===== config.mk =====
export PLATFORM = sky130hd
export DESIGN_NAME = shared_buffer_multi_queue_core
export DESIGN_NICKNAME = d
export VERILOG_FILES = /design/src/hw/rtl/sbmq_pkg.sv /design/src/hw/rtl/shared_buffer_multi_queue_core.sv
export SDC_FILE = /design/constraint.sdc
export NUM_CORES = 2
export LEC_CHECK = 0
export ABC_AREA = 1
export BUFFER_PORTS_ARGS = -buffer_cell sky130_fd_sc_hd__clkbuf_2
export CELL_PAD_IN_SITES_DETAIL_PLACEMENT = 0
export CELL_PAD_IN_SITES_GLOBAL_PLACEMENT = 1
export CORE_MARGIN = 2
export CORE_UTILIZATION = 52
export DETAILED_ROUTE_END_ITERATION = 6
export GPL_TIMING_DRIVEN = 1
export PLACE_DENSITY_LB_ADDON = 0.3
export SLEW_MARGIN = 30
export SYNTH_ARGS = -nofsm -noshare
export SYNTH_HDL_FRONTEND = slang
export SYNTH_SLANG_ARGS = --single-unit
export TNS_END_PERCENT = 20

===== constraint.sdc =====
create_clock -name clock -period 7.39 [get_ports clock]
set_clock_uncertainty 0.2 [all_clocks]
set_input_delay 0.739 -clock clock [delete_from_list [all_inputs] [get_ports clock]]
set_output_delay 0.739 -clock clock [all_outputs]
set_load 0.05 [all_outputs]

===== src/hw/rtl/sbmq_pkg.sv =====
// Package for the shared-buffer multi-queue core: field widths, word widths,
// operation and status codes. No dependencies.
`timescale 1ns / 1ps
`default_nettype none

package sbmq_pkg;

   // field widths of the request and response words
   localparam int OP_W     = 1;
   localparam int QUEUE_W  = 3;
   localparam int VALUE_W  = 32;
   localparam int STATUS_W = 2;

   localparam int REQ_TDATA_W = 40;
   localparam int RSP_TDATA_W = 40;

   // operation codes
   localparam logic [OP_W-1:0] OP_ENQ = 1'b0;
   localparam logic [OP_W-1:0] OP_DEQ = 1'b1;

   // status codes
   localparam logic [STATUS_W-1:0] ST_DONE  = 2'd0;
   localparam logic [STATUS_W-1:0] ST_FULL  = 2'd1;
   localparam logic [STATUS_W-1:0] ST_EMPTY = 2'd2;

endpackage

`default_nettype wire


===== src/hw/rtl/shared_buffer_multi_queue_core.sv =====
// Shared-buffer multi-queue core: several FIFO queues linked through one
// slot store with a free list. Depends on sbmq_pkg.
`timescale 1ns / 1ps
`default_nettype none

// Channel   Dir  Handshake              Word contents (lowest bit first)
// req       in   req_tvalid/req_tready  op[0], queue[3:1], value[35:4]
// rsp       out  rsp_tvalid/rsp_tready  value_out[31:0], status[33:32],
//                                       queue_now_empty[34], store_full[35]
//
// Steps: every word passes S_READ and S_ADDR; an enqueue into an empty queue, a
// dropped enqueue and a dequeue from an empty queue then go to S_DONE, an enqueue
// behind existing entries goes through S_LINK and a dequeue of a held entry through
// S_DEQ first. S_DONE loads the response register, and the next word is accepted in
// the cycle after the response loads. The sequence comes from the registered pointer
// stores: every pointer hop is a registered read followed by a write.
// Reset: synchronous, clears the sequencer, free-list head, fill count,
// queue occupancy bits and the response valid; memories are not cleared.
// Stalls: a held response blocks only the final step of the next word.

module shared_buffer_multi_queue_core
   import sbmq_pkg::*;
#(
   parameter int SLOTS  = 64,
   parameter int QUEUES = 8
) (
   input  wire logic                   clock,
   input  wire logic                   reset,
   input  wire logic                   req_tvalid,
   output      logic                   req_tready,
   // op[0], queue[3:1], value[35:4], zero fill
   input  wire logic [REQ_TDATA_W-1:0] req_tdata,
   output      logic                   rsp_tvalid,
   input  wire logic                   rsp_tready,
   // value_out[31:0], status[33:32], queue_now_empty[34], store_full[35], zero fill
   output      logic [RSP_TDATA_W-1:0] rsp_tdata
);

   // link width holds every slot number plus the null link (SLOTS)
   localparam int LW = $clog2(SLOTS + 1);
   localparam int AW = (SLOTS > 1) ? $clog2(SLOTS) : 1;
   localparam int QW = (QUEUES > 1) ? $clog2(QUEUES) : 1;
   localparam logic [LW-1:0] NULL_LINK = LW'(SLOTS);

   localparam logic [2:0] S_IDLE = 3'd0;
   localparam logic [2:0] S_READ = 3'd1;
   localparam logic [2:0] S_ADDR = 3'd2;
   localparam logic [2:0] S_LINK = 3'd3;
   localparam logic [2:0] S_DEQ  = 3'd4;
   localparam logic [2:0] S_DONE = 3'd5;

   // stores: data and links per slot, head and tail per queue
   logic [VALUE_W-1:0] data_mem [SLOTS];
   logic [LW-1:0]      link_mem [SLOTS];
   logic [LW-1:0]      head_mem [QUEUES];
   logic [LW-1:0]      tail_mem [QUEUES];

   logic [2:0]          state_ff, state_in;
   logic [OP_W-1:0]     op_ff, op_in;
   logic [QUEUE_W-1:0]  q_ff, q_in;
   logic [VALUE_W-1:0]  val_ff, val_in;
   logic [LW-1:0]       free_head_ff, free_head_in;
   // slots at or above the fill count were never taken; their link is taken as i+1
   logic [LW-1:0]       fill_ff, fill_in;
   logic [QUEUES-1:0]   nonempty_ff, nonempty_in;
   logic [LW-1:0]       slot_ff, slot_in;
   logic [STATUS_W-1:0] status_ff, status_in;
   logic [VALUE_W-1:0]  result_ff, result_in;
   logic                rsp_valid_ff, rsp_valid_in;
   logic [RSP_TDATA_W-1:0] rsp_data_ff, rsp_data_in;

   // registered read data
   logic [VALUE_W-1:0] data_rd_ff;
   logic [LW-1:0]      link_rd_ff;
   logic [LW-1:0]      head_rd_ff;
   logic [LW-1:0]      tail_rd_ff;

   // memory control
   logic              link_we;
   logic [AW-1:0]     link_waddr;
   logic [LW-1:0]     link_wdata;
   logic [AW-1:0]     link_raddr;
   logic              data_we;
   logic              head_we;
   logic [LW-1:0]     head_wdata;
   logic              tail_we;
   logic              qrd_en;

   logic              accept;
   logic              rsp_load;
   logic [QW-1:0]     q_idx;
   logic              q_ok;
   logic              now_empty;
   logic              store_full;

   assign req_tready = (state_ff == S_IDLE);
   assign accept     = req_tvalid && req_tready;
   assign q_idx      = QW'(q_ff);
   assign q_ok       = (32'(q_ff) < QUEUES);
   assign now_empty  = q_ok ? !nonempty_ff[q_idx] : 1'b1;
   assign store_full = (free_head_ff == NULL_LINK);

   assign rsp_tvalid = rsp_valid_ff;
   assign rsp_tdata  = rsp_data_ff;

   // sequencer: one pointer step per cycle, holding in S_DONE while a response waits
   always_comb begin
      state_in     = state_ff;
      op_in        = op_ff;
      q_in         = q_ff;
      val_in       = val_ff;
      free_head_in = free_head_ff;
      fill_in      = fill_ff;
      nonempty_in  = nonempty_ff;
      slot_in      = slot_ff;
      status_in    = status_ff;
      result_in    = result_ff;
      link_we      = 1'b0;
      link_waddr   = free_head_ff[AW-1:0];
      link_wdata   = NULL_LINK;
      link_raddr   = free_head_ff[AW-1:0];
      data_we      = 1'b0;
      head_we      = 1'b0;
      head_wdata   = free_head_ff;
      tail_we      = 1'b0;
      qrd_en       = 1'b0;
      rsp_load     = 1'b0;
      case (state_ff)
         S_IDLE: begin
            if (accept) begin
               op_in    = req_tdata[0];
               q_in     = req_tdata[3:1];
               val_in   = req_tdata[35:4];
               state_in = S_READ;
            end
         end
         S_READ: begin
            // fetch queue pointers and the link of the free-list head
            qrd_en   = 1'b1;
            state_in = S_ADDR;
         end
         S_ADDR: begin
            result_in = '0;
            status_in = ST_DONE;
            state_in  = S_DONE;
            if (!q_ok) begin
               status_in = (op_ff == OP_ENQ) ? ST_FULL : ST_EMPTY;
            end else if (op_ff == OP_ENQ) begin
               if (store_full) begin
                  status_in = ST_FULL;
               end else begin
                  // pop the free list, append slot to the queue
                  free_head_in = (free_head_ff >= fill_ff) ? free_head_ff + LW'(1)
                                                           : link_rd_ff;
                  if (free_head_ff == fill_ff) begin
                     fill_in = fill_ff + LW'(1);
                  end
                  data_we     = 1'b1;
                  link_we     = 1'b1;
                  link_waddr  = free_head_ff[AW-1:0];
                  link_wdata  = NULL_LINK;
                  head_we     = !nonempty_ff[q_idx];
                  head_wdata  = free_head_ff;
                  tail_we     = 1'b1;
                  nonempty_in[q_idx] = 1'b1;
                  slot_in     = free_head_ff;
                  if (nonempty_ff[q_idx]) begin
                     state_in = S_LINK;
                  end
               end
            end else begin
               if (!nonempty_ff[q_idx]) begin
                  status_in = ST_EMPTY;
               end else begin
                  // fetch the successor of the head slot
                  link_raddr = head_rd_ff[AW-1:0];
                  state_in   = S_DEQ;
               end
            end
         end
         S_LINK: begin
            // hook the new slot behind the old tail
            link_we    = 1'b1;
            link_waddr = tail_rd_ff[AW-1:0];
            link_wdata = slot_ff;
            state_in   = S_DONE;
         end
         S_DEQ: begin
            // unlink the head slot and push it on the free list
            head_we    = 1'b1;
            head_wdata = link_rd_ff;
            if (link_rd_ff == NULL_LINK) begin
               nonempty_in[q_idx] = 1'b0;
            end
            link_we      = 1'b1;
            link_waddr   = head_rd_ff[AW-1:0];
            link_wdata   = free_head_ff;
            free_head_in = head_rd_ff;
            result_in    = data_rd_ff;
            state_in     = S_DONE;
         end
         S_DONE: begin
            // hold until the response register is free
            if (!rsp_valid_ff || rsp_tready) begin
               rsp_load = 1'b1;
               state_in = S_IDLE;
            end
         end
         default: begin
            state_in = S_IDLE;
         end
      endcase
   end

   always_comb begin
      rsp_valid_in = rsp_valid_ff;
      rsp_data_in  = rsp_data_ff;
      if (rsp_load) begin
         rsp_valid_in = 1'b1;
         rsp_data_in  = {4'b0000, store_full, now_empty, status_ff, result_ff};
      end else if (rsp_tready) begin
         rsp_valid_in = 1'b0;
      end
   end

   always_ff @(posedge clock) begin
      if (reset) begin
         state_ff     <= S_IDLE;
         free_head_ff <= '0;
         fill_ff      <= '0;
         nonempty_ff  <= '0;
         rsp_valid_ff <= 1'b0;
      end else begin
         state_ff     <= state_in;
         free_head_ff <= free_head_in;
         fill_ff      <= fill_in;
         nonempty_ff  <= nonempty_in;
         rsp_valid_ff <= rsp_valid_in;
      end
   end

   always_ff @(posedge clock) begin
      op_ff       <= op_in;
      q_ff        <= q_in;
      val_ff      <= val_in;
      slot_ff     <= slot_in;
      status_ff   <= status_in;
      result_ff   <= result_in;
      rsp_data_ff <= rsp_data_in;
   end

   // slot stores
   always_ff @(posedge clock) begin
      if (data_we) begin
         data_mem[free_head_ff[AW-1:0]] <= val_ff;
      end
      data_rd_ff <= data_mem[head_rd_ff[AW-1:0]];
   end

   always_ff @(posedge clock) begin
      if (link_we) begin
         link_mem[link_waddr] <= link_wdata;
      end
      link_rd_ff <= link_mem[link_raddr];
   end

   // queue pointer stores
   always_ff @(posedge clock) begin
      if (head_we) begin
         head_mem[q_idx] <= head_wdata;
      end
      if (qrd_en) begin
         head_rd_ff <= head_mem[q_idx];
      end
   end

   always_ff @(posedge clock) begin
      if (tail_we) begin
         tail_mem[q_idx] <= free_head_ff;
      end
      if (qrd_en) begin
         tail_rd_ff <= tail_mem[q_idx];
      end
   end

endmodule

`default_nettype wire


==> impl_metrics.tcl <==
set metrics [dict create \
    status "complete, no violations" \
    worst-path-stages 11 \
    cts_root_buf "clkbuf_16" \
    clockBufferDepth 4 \
    reg2reg_from "free_head_ff[0]" \
    portBuffers 77 \
    numCtsBuffers 299 \
    dieArea_mm2 0.216 \
    rows 168 \
    holdPathStages 2 \
    area_growth_pct 12.4 \
    power_density_mw_per_mm2 369 \
    tightestPinTransition_ps 1100 \
    worst_ir_drop_vdd_mv 0.369 \
    postSynthCellCount 8686 \
    nets 8796 \
    drive_gt1_share_pct 8.80 \
    async_reset_ff_share_pct 0 \
    synth-xor-area-share_pct 0.00795 \
    drt_first_iter_violations 9388 \
    synth_compound_area_share_pct 10.6 \
    start_util_pct 52.4 \
    hold_violations 0 \
    synth_common_cells "edfxtp_1, nor2_1, o21ai_0" \
    hpwl_mm 171 \
    clkLatencyLatePin_ps 940 \
    hold_class "input port to register" \
    synthAdderAreaFrac_pct 0.114 \
    synth_cell_type_count 48 \
    slew_violations 0 \
    finalPower_mw 45.7 \
    path_cells "clkinv_1 > ha_1 > inv_1 > nor4_1 > nor2_1 > nand2_2 > inv_1 > buf_4 > nand3_1 > nor2_4 > buf_4" \
    clock_power_share_pct 30.6 \
    synth-simple-area-share_pct 9.92 \
    synth_area_mm2 0.110 \
    htreeDepth 5 \
    die_w_um 464 \
    min_period_ps 5430 \
    synth_mux_area_share_pct 0 \
    grt_pass1_wl_mm 448 \
    final_util_pct 58.9 \
    critPathBufInv 5 \
    max_freq_ghz 0.184 \
    avgSynthCellArea_um2 12.7 \
    relSlewSlack_pct 26.6 \
    design.core.area_mm2 0.210 \
    power.share.sequential_pct 41.5 \
    wire_per_inst_um 26.2 \
    grt_max_degree 194 \
    cp.arrival_ps 5830 \
    setup_viol 0 \
    post_cts_resized 0 \
    critPathMaxFanout 22 \
    maxCapViolCount 0 \
    grt-ovfl-total 0 \
    synth-edff-count 2726 \
    worstHoldEndpoint "rsp_tvalid" \
    netSwitchingFraction_pct 34.7 \
    clock_sinks 2791 \
    yosysMostFrequentCell "edfxtp_1" \
    ys_seq_area_share_pct 75.5 \
    wl_mm 308 \
    rsz0062_at_grt "no" \
    endpoint_kind "register" \
    p_int_mw 29.8 \
    drc 0 \
    antenna_found_initial 15 \
    num_vias 71200 \
    cts_tree "done" \
    tns_ps 0 \
    first_pass_iters 6 \
    crit_type "register to register" \
    avgViaCountPerCell 6.06 \
    ios 86 \
    switchingPower_mw 15.9 \
    min_from "reset" \
    gp_congestion 0.843 \
    share_comb_of_total_power_pct 27.9 \
    crit_family "simple AND/OR/NAND/NOR gates" \
    postRouteAntennaNets 0 \
    slowest_stage "nor2_4" \
    synth_top_family_by_area "compound AO/OA/AOI/OAI gates" \
    p_leak_nw 41.6 \
    worst_r2r_path_depth 11 \
    synth_top_area_share_pct 74.3 \
    yosysWarnings 0 \
    rrSetupSlack_ps 1960 \
    synth_top_area_cell "edfxtp_1" \
    die_h_um 464 \
    required_ps 7790 \
    ys.flop_type "edfxtp_1" \
    dpl_cell_area_mm2 0.114 \
    ys_ff_latch 2791 \
    final_cell_area_mm2 0.124 \
    path_clk_slew_ps 60 \
    min_period_over_period_pct 73.4 \
    grt.total_usage_pct 28.1 \
    synth_area_leaders "edfxtp_1, o21ai_0, nor2_1" \
    r2r-end "data_mem[8][22]" \
    slowest_delay_ps 890 \
    cp-start-kind "register" \
    grt_pass1_vias 67600 \
]
[sequential cells by signal, summed over array words and instances, names as in the netlist, 3 cells and up, named ones only]
| register | count |
|---|---|
| rsp_tdata | 36 |
| state_ff | 3 |
| link_rd_ff | 7 |
| head_mem | 56 |
| data_rd_ff | 32 |
| head_rd_ff | 7 |
| free_head_ff | 7 |
| tail_mem | 48 |
| q_ff | 3 |
| tail_rd_ff | 6 |
| fill_ff | 7 |
| slot_ff | 7 |
| link_mem | 448 |
| data_mem | 2048 |
| val_ff | 32 |
| result_ff | 32 |
[worst register-to-register path: stages (launching register included)]
cell and delay, ps:
dfxtp_1 790, clkinv_1 560, ha_1 360, inv_1 50, nor4_1 80, nor2_1 220, nand2_2 320, inv_1 150
buf_4 320, nand3_1 730, nor2_4 900, buf_4 430
[metal layers]
layer / routed length [um] / global-route usage (%)
met5: 60 / 0
met4: 10700 / 9.94
met3: 33700 / 6.30
met2: 139000 / 42.8
met1: 124000 / 40.2
[cell usage in the layout (no fill, tap or decap), types with 16 or more instances in the layout]
cell / count
buf_4: 184
buf_12: 20
clkbuf_16: 303
bufinv_16: 16
o32ai_1: 21
nor2_1: 1504
dlygate4sd3_1: 37
nand3_1: 455
clkinv_2: 41
o21ai_0: 1331
dfxtp_1: 65
clkbuf_1: 74
o22ai_1: 630
nand4_1: 22
inv_1: 491
clkbuf_2: 77
nor2_4: 61
edfxtp_1: 2726
nand2_1: 570
nand3b_1: 35
clkinv_1: 54
a21oi_1: 41
[final cells by class]
cell class,count,area (um2)
diodes,4,10.0
well taps,2805,3510
clock inverters,123,998
clock buffers,382,7930
inverters,505,1920
flip-flops and latches,2791,83200
fillers,16300,86400
repair buffers,328,2770
multi-input cells,4817,23500
[power groups by stage]
stage / clock, mW / combinational, mW / sequential (mW)
after floorplan: 0 / 7.00 / 19.6
after global placement: 0 / 12.2 / 19.3
after detailed placement: 0 / 12.4 / 19.3
after CTS: 14.1 / 12.5 / 19.0
after global routing: 14.8 / 13.6 / 19.0
final: 14.0 / 12.8 / 19.0
[per-stage QoR]
| step | cells | hold WS (ps) | worst slack, ps |
|---|---|---|---|
| after detailed placement | 11200 | 205 | 1970 |
| final | 11800 | 60.7 | 1960 |
| after global routing | 11800 | 48.3 | 1750 |
| after floorplan | 8689 | 200 | 1880 |
| after global placement | 11200 | 205 | 2120 |
| after CTS | 11800 | 19.4 | 1950 |
[worst max-delay path by stage]
stage / start / slack (ps) / endpoint
4_1_cts: free_head_ff[0] / 1950 / data_mem[8][22]
6_report: free_head_ff[0] / 1960 / data_mem[8][22]
2_1_floorplan: free_head_ff[0] / 1880 / data_mem[31][0]
5_1_grt: free_head_ff[0] / 1750 / data_mem[8][22]
3_5_place_dp: free_head_ff[0] / 1970 / data_mem[8][3]
3_3_place_gp: free_head_ff[0] / 2120 / data_mem[8][3]
[cell families after synthesis]
logic type / count (synthesis)
other: 1
adders and majority gates: 10
AOI/OAI and AO/OA: 2116
and+or+nand+nor: 2686
DFF: 2791
xor gates and xnor gates: 1
buffers and inverters: 1081
[what timing repair did]
action	4_1_cts	5_1_grt
endpoints found under the hold margin	37	0
endpoints found under the setup margin	0	0
setup buffers	0	0
hold buffers	37	0
Note: power is estimated with default switching activity, not from simulation.
